<file path="src/rtl/core/pwsa_pkg.sv">
// shared types, constants and sine table for the plasma warp source address unit
`default_nettype none
package pwsa_pkg;

    localparam int CoordBits    = 12;
    localparam int DimBits      = 13;
    localparam int PhaseBits    = 9;
    localparam int TableSize    = 512;
    localparam int QuarterSize  = TableSize / 4;
    localparam int SineBits     = 12;
    localparam int WaveBits     = 13;
    localparam int AmpBits      = 7;
    localparam int DispBits     = 8;
    localparam int PosBits      = 14;
    localparam int ScaleShift   = 11;
    localparam int AmpMin       = 2;
    localparam int AmpMax       = 96;
    localparam int DimMax       = 1 << CoordBits;
    localparam int AddrBits     = 24;
    localparam int TaylorTerms  = 12;
    localparam logic [63:0] PiQ30 = 64'd3373259426;

    typedef enum logic [2:0] {
        RegFreqX       = 3'd0,
        RegFreqY       = 3'd1,
        RegGridBend    = 3'd2,
        RegGridTwist   = 3'd3,
        RegPhaseSpeed  = 3'd4,
        RegPhaseDrift  = 3'd5,
        RegFrameWidth  = 3'd6,
        RegFrameHeight = 3'd7
    } t_reg_idx;

    typedef struct packed {
        logic [7:0]         freq_x;
        logic [7:0]         freq_y;
        logic [7:0]         grid_bend;
        logic [7:0]         grid_twist;
        logic [7:0]         phase_speed;
        logic [7:0]         phase_drift;
        logic [AmpBits-1:0] amp_x;
        logic [AmpBits-1:0] amp_y;
    } t_wave_cfg;

    typedef struct packed {
        logic [DimBits-1:0]   period;
        logic [CoordBits-1:0] last;
        logic                 small_dim;
    } t_axis_geo;

    typedef logic [10:0] t_qtab [0:QuarterSize];

    // round(1024*sin) of the first quadrant, fixed-point taylor series
    function automatic logic [10:0] quarter_sine(input logic [7:0] k);
        logic [63:0]        x;
        logic [63:0]        term;
        logic signed [63:0] acc;
        x    = ({56'd0, k} * PiQ30 * 64'd2) / 64'(TableSize);
        term = x;
        acc  = $signed(x);
        for (int n = 1; n <= TaylorTerms; n++) begin
            term = (term * x) >> 30;
            term = (term * x) >> 30;
            term = term / 64'((2 * n) * (2 * n + 1));
            if ((n & 1) != 0) begin
                acc = acc - $signed(term);
            end else begin
                acc = acc + $signed(term);
            end
        end
        if (acc < 0) begin
            acc = 64'sd0;
        end
        return 11'((64'(acc) + 64'd524288) >> 20);
    endfunction

    function automatic t_qtab build_qtab();
        t_qtab t;
        for (int i = 0; i <= QuarterSize; i++) begin
            t[i] = quarter_sine(8'(i));
        end
        return t;
    endfunction

    localparam t_qtab QuarterTab = build_qtab();

    // full-circle lookup folded onto the quarter table
    function automatic logic signed [SineBits-1:0] sine_lookup(input logic [PhaseBits-1:0] idx);
        logic [7:0]  r;
        logic [10:0] v;
        r = {1'b0, idx[6:0]};
        v = idx[7] ? QuarterTab[8'(QuarterSize) - r] : QuarterTab[r];
        return idx[8] ? -$signed({1'b0, v}) : $signed({1'b0, v});
    endfunction

endpackage
`default_nettype wire

</file>
<file path="src/rtl/core/pwsa_wave.sv">
// phase indices, sine sums, amplitude scaling and displaced position
`default_nettype none
module pwsa_wave (
    input  wire logic                                i_clk,
    input  wire logic                                i_rst_n,
    input  wire logic                                i_en,
    input  wire logic                                i_vld,
    input  wire logic [pwsa_pkg::CoordBits-1:0]      i_x,
    input  wire logic [pwsa_pkg::CoordBits-1:0]      i_y,
    input  wire logic                                i_fe,
    input  wire pwsa_pkg::t_wave_cfg                 i_cfg,
    output logic                                     o_vld,
    output logic signed [pwsa_pkg::PosBits-1:0]      o_vx,
    output logic signed [pwsa_pkg::PosBits-1:0]      o_vy,
    output logic                                     o_fe
);

    localparam int PB = pwsa_pkg::PhaseBits;
    localparam int CB = pwsa_pkg::CoordBits;
    localparam int WB = pwsa_pkg::WaveBits;
    localparam int DB = pwsa_pkg::DispBits;
    localparam int PrB = (WB - 1) + pwsa_pkg::AmpBits;

    logic [PB-1:0] r_phase_one, r_phase_two;

    logic          r_s1_vld, r_s1_fe;
    logic [PB-1:0] r_s1_idx [4];
    logic [CB-1:0] r_s1_x, r_s1_y;
    logic [PB-1:0] n_idx [4];

    logic                 r_s2_vld, r_s2_fe;
    logic signed [WB-1:0] r_s2_wx, r_s2_wy;
    logic [CB-1:0]        r_s2_x, r_s2_y;
    logic signed [pwsa_pkg::SineBits-1:0] n_sin [4];

    logic          r_s3_vld, r_s3_fe;
    logic [DB-1:0] r_s3_dx, r_s3_dy;
    logic          r_s3_nx, r_s3_ny;
    logic [CB-1:0] r_s3_x, r_s3_y;
    logic [WB-2:0] n_magx, n_magy;
    logic [PrB-1:0] n_prodx, n_prody;

    logic                               r_s4_vld, r_s4_fe;
    logic signed [pwsa_pkg::PosBits-1:0] r_s4_vx, r_s4_vy;

    always_comb begin
        n_idx[0] = r_phase_one + PB'(i_y * i_cfg.grid_bend) + PB'(i_x * i_cfg.freq_x);
        n_idx[1] = r_phase_one + PB'(i_y * i_cfg.grid_twist);
        n_idx[2] = r_phase_two + PB'(i_y * i_cfg.grid_twist) + PB'(i_x * i_cfg.freq_y);
        n_idx[3] = r_phase_two + PB'(i_y * i_cfg.grid_bend);
        for (int i = 0; i < 4; i++) begin
            n_sin[i] = pwsa_pkg::sine_lookup(r_s1_idx[i]);
        end
        n_magx  = r_s2_wx[WB-1] ? (WB-1)'(-r_s2_wx) : (WB-1)'(r_s2_wx);
        n_magy  = r_s2_wy[WB-1] ? (WB-1)'(-r_s2_wy) : (WB-1)'(r_s2_wy);
        n_prodx = PrB'(n_magx) * PrB'(i_cfg.amp_x);
        n_prody = PrB'(n_magy) * PrB'(i_cfg.amp_y);
    end

    always_ff @(posedge i_clk) begin
        if (!i_rst_n) begin
            r_phase_one <= '0;
            r_phase_two <= '0;
            r_s1_vld    <= 1'b0;
            r_s2_vld    <= 1'b0;
            r_s3_vld    <= 1'b0;
            r_s4_vld    <= 1'b0;
        end else begin
            if (i_vld && i_fe) begin
                r_phase_one <= r_phase_one + PB'(i_cfg.phase_speed);
                r_phase_two <= r_phase_two + PB'(i_cfg.phase_drift);
            end
            if (i_en) begin
                r_s1_vld <= i_vld;
                r_s2_vld <= r_s1_vld;
                r_s3_vld <= r_s2_vld;
                r_s4_vld <= r_s3_vld;
            end
        end
    end

    always_ff @(posedge i_clk) begin
        if (i_en) begin
            r_s1_idx <= n_idx;
            r_s1_x   <= i_x;
            r_s1_y   <= i_y;
            r_s1_fe  <= i_fe;

            r_s2_wx <= WB'(n_sin[0]) + WB'(n_sin[1]);
            r_s2_wy <= WB'(n_sin[2]) + WB'(n_sin[3]);
            r_s2_x  <= r_s1_x;
            r_s2_y  <= r_s1_y;
            r_s2_fe <= r_s1_fe;

            r_s3_dx <= n_prodx[PrB-1:pwsa_pkg::ScaleShift];
            r_s3_dy <= n_prody[PrB-1:pwsa_pkg::ScaleShift];
            r_s3_nx <= r_s2_wx[WB-1];
            r_s3_ny <= r_s2_wy[WB-1];
            r_s3_x  <= r_s2_x;
            r_s3_y  <= r_s2_y;
            r_s3_fe <= r_s2_fe;

            r_s4_vx <= r_s3_nx ? $signed({2'b00, r_s3_x}) - $signed({6'd0, r_s3_dx})
                               : $signed({2'b00, r_s3_x}) + $signed({6'd0, r_s3_dx});
            r_s4_vy <= r_s3_ny ? $signed({2'b00, r_s3_y}) - $signed({6'd0, r_s3_dy})
                               : $signed({2'b00, r_s3_y}) + $signed({6'd0, r_s3_dy});
            r_s4_fe <= r_s3_fe;
        end
    end

    assign o_vld = r_s4_vld;
    assign o_vx  = r_s4_vx;
    assign o_vy  = r_s4_vy;
    assign o_fe  = r_s4_fe;

endmodule
`default_nettype wire

</file>
<file path="src/rtl/core/pwsa_reflect.sv">
// pipelined remainder by the mirror period and fold into the frame, both axes
`default_nettype none
module pwsa_reflect (
    input  wire logic                                i_clk,
    input  wire logic                                i_rst_n,
    input  wire logic                                i_en,
    input  wire logic                                i_vld,
    input  wire logic signed [pwsa_pkg::PosBits-1:0] i_vx,
    input  wire logic signed [pwsa_pkg::PosBits-1:0] i_vy,
    input  wire logic                                i_fe,
    input  wire pwsa_pkg::t_axis_geo                 i_geo_x,
    input  wire pwsa_pkg::t_axis_geo                 i_geo_y,
    output logic                                     o_vld,
    output logic [pwsa_pkg::CoordBits-1:0]           o_sx,
    output logic [pwsa_pkg::CoordBits-1:0]           o_sy,
    output logic                                     o_fe
);

    localparam int DivBits   = pwsa_pkg::DimBits;
    localparam int PerStage  = 3;
    localparam int RemStages = (DivBits + PerStage - 1) / PerStage;
    localparam int CB        = pwsa_pkg::CoordBits;

    pwsa_pkg::t_axis_geo geo [2];
    logic signed [pwsa_pkg::PosBits-1:0] vin [2];

    logic               r_vld [RemStages];
    logic               r_fe  [RemStages];
    logic [DivBits-1:0] r_mag [RemStages][2];
    logic [DivBits-1:0] r_rem [RemStages][2];
    logic               r_neg [RemStages][2];

    logic [DivBits-1:0] n_mag [RemStages][2];
    logic [DivBits-1:0] n_rem [RemStages][2];
    logic               n_neg [RemStages][2];
    logic [CB-1:0]      n_s   [2];

    logic [DivBits:0]   rem;
    logic [DivBits-1:0] r_fold;

    logic          r_out_vld, r_out_fe;
    logic [CB-1:0] r_sx, r_sy;

    assign geo[0] = i_geo_x;
    assign geo[1] = i_geo_y;
    assign vin[0] = i_vx;
    assign vin[1] = i_vy;

    always_comb begin
        rem    = '0;
        r_fold = '0;
        for (int s = 0; s < RemStages; s++) begin
            for (int a = 0; a < 2; a++) begin
                if (s == 0) begin
                    n_neg[s][a] = vin[a] < 0;
                    n_mag[s][a] = (vin[a] < 0) ? DivBits'(-vin[a]) : DivBits'(vin[a]);
                    rem         = '0;
                end else begin
                    n_neg[s][a] = r_neg[s-1][a];
                    n_mag[s][a] = r_mag[s-1][a];
                    rem         = {1'b0, r_rem[s-1][a]};
                end
                for (int j = 0; j < PerStage; j++) begin
                    if (s * PerStage + j < DivBits) begin
                        rem = {rem[DivBits-1:0],
                               n_mag[s][a][4'(DivBits - 1 - (s * PerStage + j))]};
                        if (rem >= {1'b0, geo[a].period}) begin
                            rem = rem - {1'b0, geo[a].period};
                        end
                    end
                end
                n_rem[s][a] = rem[DivBits-1:0];
            end
        end
        for (int a = 0; a < 2; a++) begin
            if (r_neg[RemStages-1][a] && (r_rem[RemStages-1][a] != '0)) begin
                r_fold = geo[a].period - r_rem[RemStages-1][a];
            end else begin
                r_fold = r_rem[RemStages-1][a];
            end
            if (r_fold > {1'b0, geo[a].last}) begin
                r_fold = geo[a].period - r_fold;
            end
            n_s[a] = geo[a].small_dim ? '0 : CB'(r_fold);
        end
    end

    always_ff @(posedge i_clk) begin
        if (!i_rst_n) begin
            for (int s = 0; s < RemStages; s++) begin
                r_vld[s] <= 1'b0;
            end
            r_out_vld <= 1'b0;
        end else if (i_en) begin
            r_vld[0] <= i_vld;
            for (int s = 1; s < RemStages; s++) begin
                r_vld[s] <= r_vld[s-1];
            end
            r_out_vld <= r_vld[RemStages-1];
        end
    end

    always_ff @(posedge i_clk) begin
        if (i_en) begin
            r_fe[0] <= i_fe;
            for (int s = 1; s < RemStages; s++) begin
                r_fe[s] <= r_fe[s-1];
            end
            r_mag    <= n_mag;
            r_rem    <= n_rem;
            r_neg    <= n_neg;
            r_sx     <= n_s[0];
            r_sy     <= n_s[1];
            r_out_fe <= r_fe[RemStages-1];
        end
    end

    assign o_vld = r_out_vld;
    assign o_sx  = r_sx;
    assign o_sy  = r_sy;
    assign o_fe  = r_out_fe;

endmodule
`default_nettype wire

</file>
<file path="src/rtl/core/plasma_warp_source_address_unit.sv">
// top level: register port, wave and reflect pipelines, address output stage
//
//  channel  | direction | contents
//  s_*      | in        | tdata = dest_x, dest_y; tlast = frame_end
//  m_*      | out       | tdata = source_x, source_y, source_address; tlast = frame_done
//  apb      | in/out    | eight setup registers at 4*i
//
// one item per clock while the pipeline moves; 4 wave stages, 5 remainder stages
// (3 divide steps each, 1 in the last), fold stage and address output register
// the whole pipeline moves as one while the output register is empty or taken
// synchronous reset clears valid bits, phases and registers to their defaults
// both phases advance when a transaction with tlast is accepted
`default_nettype none
module plasma_warp_source_address_unit (
    input  wire logic        i_clk,
    input  wire logic        i_rst_n,
    input  wire logic        s_tvalid,
    output logic             s_tready,
    input  wire logic [23:0] s_tdata,   // dest_x, dest_y
    input  wire logic        s_tlast,
    output logic             m_tvalid,
    input  wire logic        m_tready,
    output logic [47:0]      m_tdata,   // source_x, source_y, source_address
    output logic             m_tlast,
    input  wire logic        psel,
    input  wire logic        penable,
    input  wire logic        pwrite,
    input  wire logic [4:0]  paddr,
    input  wire logic [31:0] pwdata,
    output logic [31:0]      prdata,
    output logic             pready
);

    localparam int CB = pwsa_pkg::CoordBits;
    localparam int DB = pwsa_pkg::DimBits;

    logic [7:0]    r_freq_x, r_freq_y, r_grid_bend, r_grid_twist;
    logic [7:0]    r_phase_speed, r_phase_drift;
    logic [DB-1:0] r_frame_width, r_frame_height;

    logic [DB-1:0] w_eff, h_eff;
    logic [8:0]    w_sh, h_sh;
    logic [pwsa_pkg::AmpBits-1:0] amp_x, amp_y;
    pwsa_pkg::t_wave_cfg wave_cfg;
    pwsa_pkg::t_axis_geo geo_x, geo_y;

    logic en, acc, cfg_wr;

    logic wv_vld, wv_fe;
    logic signed [pwsa_pkg::PosBits-1:0] wv_vx, wv_vy;
    logic          rf_vld, rf_fe;
    logic [CB-1:0] rf_sx, rf_sy;

    logic          r_m_vld, r_m_last;
    logic [CB-1:0] r_sx, r_sy;
    logic [pwsa_pkg::AddrBits-1:0] r_addr;

    assign pready = 1'b1;
    assign cfg_wr = psel && penable && pwrite && pready;

    always_ff @(posedge i_clk) begin
        if (!i_rst_n) begin
            r_freq_x       <= 8'd5;
            r_freq_y       <= 8'd3;
            r_grid_bend    <= 8'd3;
            r_grid_twist   <= 8'd1;
            r_phase_speed  <= 8'd9;
            r_phase_drift  <= 8'd8;
            r_frame_width  <= 13'd640;
            r_frame_height <= 13'd480;
        end else if (cfg_wr) begin
            unique case (pwsa_pkg::t_reg_idx'(paddr[4:2]))
                pwsa_pkg::RegFreqX:       r_freq_x       <= pwdata[7:0];
                pwsa_pkg::RegFreqY:       r_freq_y       <= pwdata[7:0];
                pwsa_pkg::RegGridBend:    r_grid_bend    <= pwdata[7:0];
                pwsa_pkg::RegGridTwist:   r_grid_twist   <= pwdata[7:0];
                pwsa_pkg::RegPhaseSpeed:  r_phase_speed  <= pwdata[7:0];
                pwsa_pkg::RegPhaseDrift:  r_phase_drift  <= pwdata[7:0];
                pwsa_pkg::RegFrameWidth:  r_frame_width  <= pwdata[DB-1:0];
                pwsa_pkg::RegFrameHeight: r_frame_height <= pwdata[DB-1:0];
                default:                  r_freq_x       <= r_freq_x;
            endcase
        end
    end

    always_comb begin
        unique case (pwsa_pkg::t_reg_idx'(paddr[4:2]))
            pwsa_pkg::RegFreqX:       prdata = {24'd0, r_freq_x};
            pwsa_pkg::RegFreqY:       prdata = {24'd0, r_freq_y};
            pwsa_pkg::RegGridBend:    prdata = {24'd0, r_grid_bend};
            pwsa_pkg::RegGridTwist:   prdata = {24'd0, r_grid_twist};
            pwsa_pkg::RegPhaseSpeed:  prdata = {24'd0, r_phase_speed};
            pwsa_pkg::RegPhaseDrift:  prdata = {24'd0, r_phase_drift};
            pwsa_pkg::RegFrameWidth:  prdata = {19'd0, r_frame_width};
            pwsa_pkg::RegFrameHeight: prdata = {19'd0, r_frame_height};
            default:                  prdata = '0;
        endcase
    end

    // frame geometry and amplitudes follow the setup registers
    always_comb begin
        w_eff = (r_frame_width  > DB'(pwsa_pkg::DimMax)) ? DB'(pwsa_pkg::DimMax) : r_frame_width;
        h_eff = (r_frame_height > DB'(pwsa_pkg::DimMax)) ? DB'(pwsa_pkg::DimMax) : r_frame_height;
        w_sh  = w_eff[DB-1:4];
        h_sh  = h_eff[DB-1:4];
        if (w_sh < 9'(pwsa_pkg::AmpMin)) begin
            amp_x = pwsa_pkg::AmpBits'(pwsa_pkg::AmpMin);
        end else if (w_sh > 9'(pwsa_pkg::AmpMax)) begin
            amp_x = pwsa_pkg::AmpBits'(pwsa_pkg::AmpMax);
        end else begin
            amp_x = w_sh[pwsa_pkg::AmpBits-1:0];
        end
        if (h_sh < 9'(pwsa_pkg::AmpMin)) begin
            amp_y = pwsa_pkg::AmpBits'(pwsa_pkg::AmpMin);
        end else if (h_sh > 9'(pwsa_pkg::AmpMax)) begin
            amp_y = pwsa_pkg::AmpBits'(pwsa_pkg::AmpMax);
        end else begin
            amp_y = h_sh[pwsa_pkg::AmpBits-1:0];
        end
        geo_x.last      = CB'(w_eff - 13'd1);
        geo_x.period    = {geo_x.last, 1'b0};
        geo_x.small_dim = w_eff <= 13'd1;
        geo_y.last      = CB'(h_eff - 13'd1);
        geo_y.period    = {geo_y.last, 1'b0};
        geo_y.small_dim = h_eff <= 13'd1;
        wave_cfg.freq_x      = r_freq_x;
        wave_cfg.freq_y      = r_freq_y;
        wave_cfg.grid_bend   = r_grid_bend;
        wave_cfg.grid_twist  = r_grid_twist;
        wave_cfg.phase_speed = r_phase_speed;
        wave_cfg.phase_drift = r_phase_drift;
        wave_cfg.amp_x       = amp_x;
        wave_cfg.amp_y       = amp_y;
    end

    assign en       = !r_m_vld || m_tready;
    assign s_tready = en;
    assign acc      = s_tvalid && en;

    pwsa_wave u_wave (
        .i_clk   (i_clk),
        .i_rst_n (i_rst_n),
        .i_en    (en),
        .i_vld   (acc),
        .i_x     (s_tdata[11:0]),
        .i_y     (s_tdata[23:12]),
        .i_fe    (s_tlast),
        .i_cfg   (wave_cfg),
        .o_vld   (wv_vld),
        .o_vx    (wv_vx),
        .o_vy    (wv_vy),
        .o_fe    (wv_fe)
    );

    pwsa_reflect u_reflect (
        .i_clk   (i_clk),
        .i_rst_n (i_rst_n),
        .i_en    (en),
        .i_vld   (wv_vld),
        .i_vx    (wv_vx),
        .i_vy    (wv_vy),
        .i_fe    (wv_fe),
        .i_geo_x (geo_x),
        .i_geo_y (geo_y),
        .o_vld   (rf_vld),
        .o_sx    (rf_sx),
        .o_sy    (rf_sy),
        .o_fe    (rf_fe)
    );

    always_ff @(posedge i_clk) begin
        if (!i_rst_n) begin
            r_m_vld <= 1'b0;
        end else if (en) begin
            r_m_vld <= rf_vld;
        end
    end

    always_ff @(posedge i_clk) begin
        if (en) begin
            r_sx     <= rf_sx;
            r_sy     <= rf_sy;
            r_addr   <= pwsa_pkg::AddrBits'(rf_sy) * pwsa_pkg::AddrBits'(w_eff)
                      + pwsa_pkg::AddrBits'(rf_sx);
            r_m_last <= rf_fe;
        end
    end

    assign m_tvalid = r_m_vld;
    assign m_tdata  = {r_addr, r_sy, r_sx};
    assign m_tlast  = r_m_last;

`ifndef SYNTH
    a_sx_in_frame: assert property (@(posedge i_clk) disable iff (!i_rst_n)
        r_m_vld |-> (geo_x.small_dim ? (r_sx == '0) : (r_sx <= geo_x.last)))
        else $error("source x outside frame");

    a_sy_in_frame: assert property (@(posedge i_clk) disable iff (!i_rst_n)
        r_m_vld |-> (geo_y.small_dim ? (r_sy == '0) : (r_sy <= geo_y.last)))
        else $error("source y outside frame");

    a_addr_match: assert property (@(posedge i_clk) disable iff (!i_rst_n)
        r_m_vld |-> (r_addr == pwsa_pkg::AddrBits'(r_sy * w_eff + 25'(r_sx))))
        else $error("source address does not match coordinates");
`endif

endmodule
`default_nettype wire
</file>
<file path="config.mk">
export PLATFORM = sky130hd
export DESIGN_NAME = plasma_warp_source_address_unit
export DESIGN_NICKNAME = d
export VERILOG_FILES = /design/src/rtl/core/pwsa_pkg.sv /design/src/rtl/core/pwsa_wave.sv /design/src/rtl/core/pwsa_reflect.sv /design/src/rtl/core/plasma_warp_source_address_unit.sv
export SDC_FILE = /design/constraint.sdc
export NUM_CORES = 2
export LEC_CHECK = 0
export BUFFER_PORTS_ARGS = -buffer_cell sky130_fd_sc_hd__clkbuf_2
export CAP_MARGIN = 20
export CELL_PAD_IN_SITES_DETAIL_PLACEMENT = 0
export CELL_PAD_IN_SITES_GLOBAL_PLACEMENT = 1
export CORE_MARGIN = 3
export CORE_UTILIZATION = 45
export CTS_BUF_LIST = sky130_fd_sc_hd__clkbuf_16
export CTS_CLUSTER_DIAMETER = 200
export CTS_CLUSTER_SIZE = 25
export DETAILED_ROUTE_END_ITERATION = 8
export GPL_ROUTABILITY_DRIVEN = 1
export PLACE_DENSITY_LB_ADDON = 0.15
export SKIP_CTS_REPAIR_TIMING = 1
export SYNTH_ARGS = -nofsm -noshare
export SYNTH_HDL_FRONTEND = slang
export SYNTH_SLANG_ARGS = --single-unit
</file>
<file path="constraint.sdc">
create_clock -name i_clk -period 22.2 [get_ports i_clk]
set_input_delay 2.22 -clock i_clk [delete_from_list [all_inputs] [get_ports i_clk]]
set_output_delay 2.22 -clock i_clk [all_outputs]
set_load 0.005 [all_outputs]
</file>
-- After elaboration in Yosys (flattened, before gate mapping)
Memory sizes are Yosys's and may differ from the RTL's. A register that Yosys moved wholly into a read port is not among the register bits.
Cells that the tools add are included.
- bits in read-only memories: 22528
- register bits after elaboration: 444
- latch bits: 0
- RAM bits: 10
- memories: 10
- word-level logic and storage cells: 224
- output and inout port bits: 84
- bitwise logic cells: 13
- add/subtract/negate cells: 31
- div/mod/pow operators: 0
- equality and inequality tests: 7
- muxes and demuxes: 51
- $lt $le $gt $ge: 20
- multiply operators: 7
- reductions and logical operators: 16
- shift operators: 0
- memories (name ; words ; width ; rd ports ; clocked after Yosys merged registers in ; write ports ; RTL line ; text):
    (name not given) ; 256 ; 11 ; 1 ; 0 ; 0 ; pwsa_pkg.sv:92 ; v = idx[7] ? QuarterTab[8'(QuarterSize) - r] : QuarterTab[r];
    (name not given) ; 256 ; 11 ; 1 ; 0 ; 0 ; pwsa_pkg.sv:92 ;
    (name not given) ; 256 ; 11 ; 1 ; 0 ; 0 ; pwsa_pkg.sv:92 ;
    (name not given) ; 256 ; 11 ; 1 ; 0 ; 0 ; pwsa_pkg.sv:92 ;
    (name not given) ; 256 ; 11 ; 1 ; 0 ; 0 ; pwsa_pkg.sv:92 ;
    (name not given) ; 256 ; 11 ; 1 ; 0 ; 0 ; pwsa_pkg.sv:92 ;
    4 more memories ; - ; - ; - ; - ; - ; - ;
- operators by type and width (kind ; number):
    $pmux 32 s8 ; 1
    $mux 11 ; 20
    $mux 12 ; 8
    $ge 9x9->1 const B ; 8
    $add 9x9->9 ; 6
    $mul 12x8->9 ; 4
    $neg 11->12 ; 4
    $mul 12x7->19 ; 2
    $not 7->9 ; 4
    $not 8->9 ; 4
    $mux 8 ; 4
    $sub 8x7->8 const A ; 4
    $lt 14x1->1 const B ; 2
    $mux 14 ; 2
    $mux 7 ; 4
    $add 12x12->13 ; 2
    $add 12x8->13 ; 2
    $gt 13x12->1 ; 2
    $gt 13x13->1 const B ; 2
    $le 13x1->1 const B ; 2
    $mux 13 ; 2
    $sub 12x8->13 ; 2
    $add 24x12->24 ; 1
    $mul 12x13->24 ; 1
    17 further kinds ; 52

-- Logic depth before layout (Yosys ltp)
- word-level depth: 9
- gate-level depth with buffers: 30
- gate-level depth less buffers: 29

-- Modules after synthesis
From an unflattened synthesis, not the netlist that was laid out.
- cells, all modules: 5910
- area, all modules: 52455.3 µm²
- by module, submodules not included (module ; cells each ; times used ; area each (µm²) ; seq. area each (µm²)):
    pwsa_wave ; 4307 ; 1 ; 36164.7 ; 5965.7
    plasma_warp_source_address_unit ; 1316 ; 1 ; 11785.1 ; 2972.9
    pwsa_reflect ; 287 ; 1 ; 4505.6 ; 3293.2

-- Least setup slack after synthesis
OpenSTA, ideal clock, no wires.
- path type: input-to-output
- start point: in m_tready
- end point: out s_tready
- data required time: 19.980 ns
- slack: 8.602 ns
- arrival time: 11.378 ns
- cell stages on the path: 4
- cell sequence: nor2b_1 -> clkbuf_1 -> inv_1 -> clkbuf_1
- longest elaborated chain between the ends: 1
- RTL lines (what ; RTL line ; text):
    from (decl) ; plasma_warp_source_address_unit.sv:22 ; input wire logic m_tready,
    $logic_or 1x1->1 ; plasma_warp_source_address_unit.sv:136 ; assign en = !r_m_vld || m_tready;
    to (decl) ; plasma_warp_source_address_unit.sv:18 ; output logic s_tready,
No other way between the ends.

==> impl_metrics.xml <==
<?xml version="1.0" encoding="UTF-8"?>
<metrics>
  <group name="clock_network">
    <metric name="cts-htree-levels" unit="">1</metric>
    <metric name="clock_sinks" unit="">424</metric>
    <metric name="clk_transition_reported_paths" unit="ns">0.13</metric>
    <metric name="cts_tree" unit="">built</metric>
    <metric name="worst_skew_pair.late_latency" unit="ns">0.58</metric>
    <metric name="root_buffer" unit="">sky130_fd_sc_hd__clkbuf_16</metric>
    <metric name="cts_buffers" unit="">20</metric>
    <metric name="ctsLongestPathBuffers" unit="">3</metric>
  </group>
  <group name="die">
    <metric name="io_pins" unit="">153</metric>
    <metric name="design.core.area" unit="µm²">110000</metric>
    <metric name="floorplan.rows" unit="">121</metric>
    <metric name="die_y" unit="µm">340</metric>
    <metric name="die_area" unit="µm²">116000</metric>
    <metric name="die_x" unit="µm">340</metric>
    <metric name="floorplan.initialDensity" unit="%">45.8</metric>
  </group>
  <group name="worst_setup_path">
    <metric name="endpoint_kind" unit="">register</metric>
    <metric name="criticalPathCategory" unit="">input port to register</metric>
    <metric name="crit_path_max_fanout" unit="">17</metric>
    <metric name="worst-endpoint-required" unit="ns">22.55</metric>
    <metric name="startpoint_class_of_the_critical_path" unit="">input port</metric>
    <metric name="worst_ep_arrival_time" unit="ns">9.68</metric>
  </group>
  <group name="global_routing">
    <metric name="grt_remaining_overflow" unit="">0</metric>
    <metric name="grt_start_max_net_pins" unit="">180</metric>
    <metric name="grtUsageTotal" unit="%">24.9</metric>
    <metric name="grt_first_pass_wirelength" unit="µm">233000</metric>
    <metric name="first_global_vias" unit="">40100</metric>
    <metric name="grt_antenna_before_repair" unit="">5</metric>
  </group>
  <group name="sta">
    <metric name="final_min_period" unit="ns">9.32</metric>
    <metric name="fin_worst_skew" unit="ns">0.0473</metric>
    <metric name="worst-slew-pin-transition" unit="ns">1.07</metric>
    <metric name="report.final.setup_viol" unit="">0</metric>
    <metric name="worst_slew_margin_rel" unit="%">28.4</metric>
    <metric name="fin_hold_ws" unit="ns">0.380</metric>
    <metric name="report.final.slew_viol_count" unit="">0</metric>
    <metric name="final_number_of_hold_violating_endpoints" unit="">0</metric>
    <metric name="highest_achievable_clock_rate" unit="GHz">0.107</metric>
    <metric name="tns" unit="ns">0</metric>
    <metric name="post-route-period-util" unit="%">42.0</metric>
    <metric name="unrepaired_setup_endpoints_after_global_routing" unit="">no</metric>
  </group>
  <group name="place">
    <metric name="placed_wire_length_estimate" unit="µm">108000</metric>
    <metric name="port-buffer-count" unit="">105</metric>
    <metric name="gp_congestion" unit="">0.930</metric>
  </group>
  <group name="logic_synthesis">
    <metric name="number_of_synthesized_flops_with_an_enable_pin" unit="">326</metric>
    <metric name="postSynth.asyncResetShare" unit="%">0</metric>
    <metric name="syn-instance-count" unit="">5752</metric>
    <metric name="netlist_area" unit="µm²">50200</metric>
    <metric name="synth.top_cells.by_count" unit="">sky130_fd_sc_hd__inv_1, sky130_fd_sc_hd__nand2_1, sky130_fd_sc_hd__ha_1</metric>
    <metric name="postSynthAreaPerCell" unit="µm²">8.74</metric>
    <metric name="synth.ff_latch_count" unit="">424</metric>
    <metric name="synthDominantAreaCellType" unit="">sky130_fd_sc_hd__edfxtp_1</metric>
    <metric name="synthesis.yosys.warnings" unit="">0</metric>
    <metric name="yosys.cell_types.count" unit="">103</metric>
    <metric name="postSynth.topFlopCell" unit="">sky130_fd_sc_hd__edfxtp_1</metric>
    <metric name="yosys.area.top_type_share" unit="%">19.5</metric>
    <metric name="seq_area_frac_synth" unit="%">23.4</metric>
    <metric name="yosysMostFrequentCell" unit="">sky130_fd_sc_hd__inv_1</metric>
    <metric name="synth_area_leaders" unit="">sky130_fd_sc_hd__edfxtp_1, sky130_fd_sc_hd__fa_1, sky130_fd_sc_hd__ha_1</metric>
  </group>
  <group name="finish">
    <metric name="drive_above_1_share" unit="%">6.12</metric>
    <metric name="synthToLayoutAreaGrowth" unit="%">4.41</metric>
    <metric name="finalNetCount" unit="">6478</metric>
  </group>
  <group name="drt">
    <metric name="routed_wl" unit="µm">147000</metric>
    <metric name="detailedRoute.firstIterationViolations" unit="">3878</metric>
    <metric name="vias_per_cell" unit="">5.84</metric>
    <metric name="drc" unit="">0</metric>
    <metric name="vias" unit="">41600</metric>
    <metric name="final_antenna_net_count" unit="">0</metric>
    <metric name="wl_per_cell" unit="µm">20.6</metric>
    <metric name="drt_pass1_iterations" unit="">6</metric>
  </group>
  <group name="outcome">
    <metric name="status" unit="">completed</metric>
  </group>
  <group name="worst_hold_path">
    <metric name="hp-class" unit="">register to register</metric>
  </group>
  <group name="run">
    <metric name="max_cap_viol_count" unit="">0</metric>
  </group>
</metrics>
## cells in the final DEF, fill, tap and decap left out, types with 105 or more instances in the layout
| cell | n |
|---|---|
| sky130_fd_sc_hd__edfxtp_1 | 326 |
| sky130_fd_sc_hd__xnor2_1 | 212 |
| sky130_fd_sc_hd__o21ai_0 | 272 |
| sky130_fd_sc_hd__nand2b_1 | 114 |
| sky130_fd_sc_hd__inv_1 | 598 |
| sky130_fd_sc_hd__nand3_1 | 106 |
| sky130_fd_sc_hd__ha_1 | 447 |
| sky130_fd_sc_hd__fa_1 | 326 |
| sky130_fd_sc_hd__nand2_1 | 559 |
| sky130_fd_sc_hd__and2_1 | 208 |
| sky130_fd_sc_hd__a21oi_1 | 311 |
| sky130_fd_sc_hd__nor2_1 | 353 |
| sky130_fd_sc_hd__mux2i_1 | 105 |
| sky130_fd_sc_hd__nor2b_1 | 121 |
## layout make-up
cell class | count | area, µm²
antenna | 3 | 7.51
clock buffer | 21 | 526
clock inverter | 15 | 56.3
fill | 10600 | 57300
inverter | 602 | 2270
multi-input combinational | 4397 | 34800
sequential | 424 | 11800
tap | 1476 | 1850
timing repair buffer | 191 | 1180
## cell families (layout without fill, tap and decap cells)
logic type / count (synthesis) / in the layout / synth area share [%]
XOR/XNOR: 294 / 294 / 5.21
adder cells (fa/ha/maj): 773 / 773 / 24.1
multiplexers: 153 / 153 / 3.91
other: 2 / 70 / 0.0149
buffers and inverters: 996 / 829 / 7.95
AO/OA/AOI/OAI: 1351 / 1351 / 18.1
AND/OR/NAND/NOR: 1759 / 1759 / 17.3
flip-flops: 424 / 424 / 23.4
## worst paths after layout
check | slack, ns | to | start | depth (start not counted)
max reg2reg | 14.19 | u_wave.r_s2_wx[10] | u_wave.r_s1_idx[27] | 25
min reg2reg | 0.38 | u_reflect.r_rem[7] | u_reflect.r_rem[32] | 0
min | 0.38 | u_reflect.r_rem[7] | u_reflect.r_rem[32] | 0
max | 12.88 | u_wave.r_s1_idx[17] | s_tdata[13] | 27
## through the flow
| step | utilization, % | instances | setup WS (ns) | cell area (µm²) |
|---|---|---|---|---|
| after floorplan | - | 5817 | 8.60 | 50500 |
| after global placement | 47.2 | 7087 | 12.32 | 51900 |
| after detailed placement | 47.2 | 7087 | 12.26 | 51900 |
| after CTS | 47.8 | 7123 | 12.90 | 52400 |
| after global routing | 47.8 | 7126 | 12.53 | 52500 |
| final | 47.8 | 7129 | 12.88 | 52500 |
## flip-flops by register name, summed over array words and instances (netlist names), 12 cells and up
signal	cells
u_reflect.n_mag	40
u_reflect.r_rem	40
u_wave.r_s1_idx	36
r_addr	24
r_frame_height	13
r_frame_width	13
u_wave.r_s2_wx	13
u_wave.r_s2_wy	13
u_wave.r_s1_x	12
u_wave.r_s1_y	12
u_wave.r_s2_x	12
u_wave.r_s2_y	12
u_wave.r_s3_x	12
u_wave.r_s3_y	12
## layer usage
layer	wire length [µm]	GRT usage [%]	share of wire (%)
met3	9260	3.08	6.3
met1	68300	36.5	46
met4	3320	5.27	2.3
met5	27	0	0.018
met2	66200	39.4	45
## worst max-delay path, cell delays in order
cell and delay, ns:
sky130_fd_sc_hd__clkbuf_2 0.30, sky130_fd_sc_hd__and2_1 0.27, sky130_fd_sc_hd__fa_1 0.44, sky130_fd_sc_hd__fa_1 0.55
sky130_fd_sc_hd__inv_1 0.05, sky130_fd_sc_hd__fa_1 0.48, sky130_fd_sc_hd__fa_1 0.55, sky130_fd_sc_hd__inv_1 0.05
sky130_fd_sc_hd__ha_1 0.31, sky130_fd_sc_hd__inv_1 0.06, sky130_fd_sc_hd__nor2_1 0.10, sky130_fd_sc_hd__nor2_1 0.06
sky130_fd_sc_hd__xnor2_1 0.61, sky130_fd_sc_hd__fa_1 0.52, sky130_fd_sc_hd__inv_1 0.09, sky130_fd_sc_hd__fa_1 0.43
sky130_fd_sc_hd__inv_1 0.08, sky130_fd_sc_hd__fa_1 0.44, sky130_fd_sc_hd__fa_1 0.52, sky130_fd_sc_hd__fa_1 0.42
sky130_fd_sc_hd__xor2_1 0.18, sky130_fd_sc_hd__xnor2_1 0.19, sky130_fd_sc_hd__xnor2_1 0.15, sky130_fd_sc_hd__xnor2_1 0.18
sky130_fd_sc_hd__xnor2_1 0.12, sky130_fd_sc_hd__xnor2_1 0.15, sky130_fd_sc_hd__xnor2_1 0.15
Power is left out: the tool's default activity adds up to more than one toggle a clock period on the data nets, which glitch-free logic cannot reach.
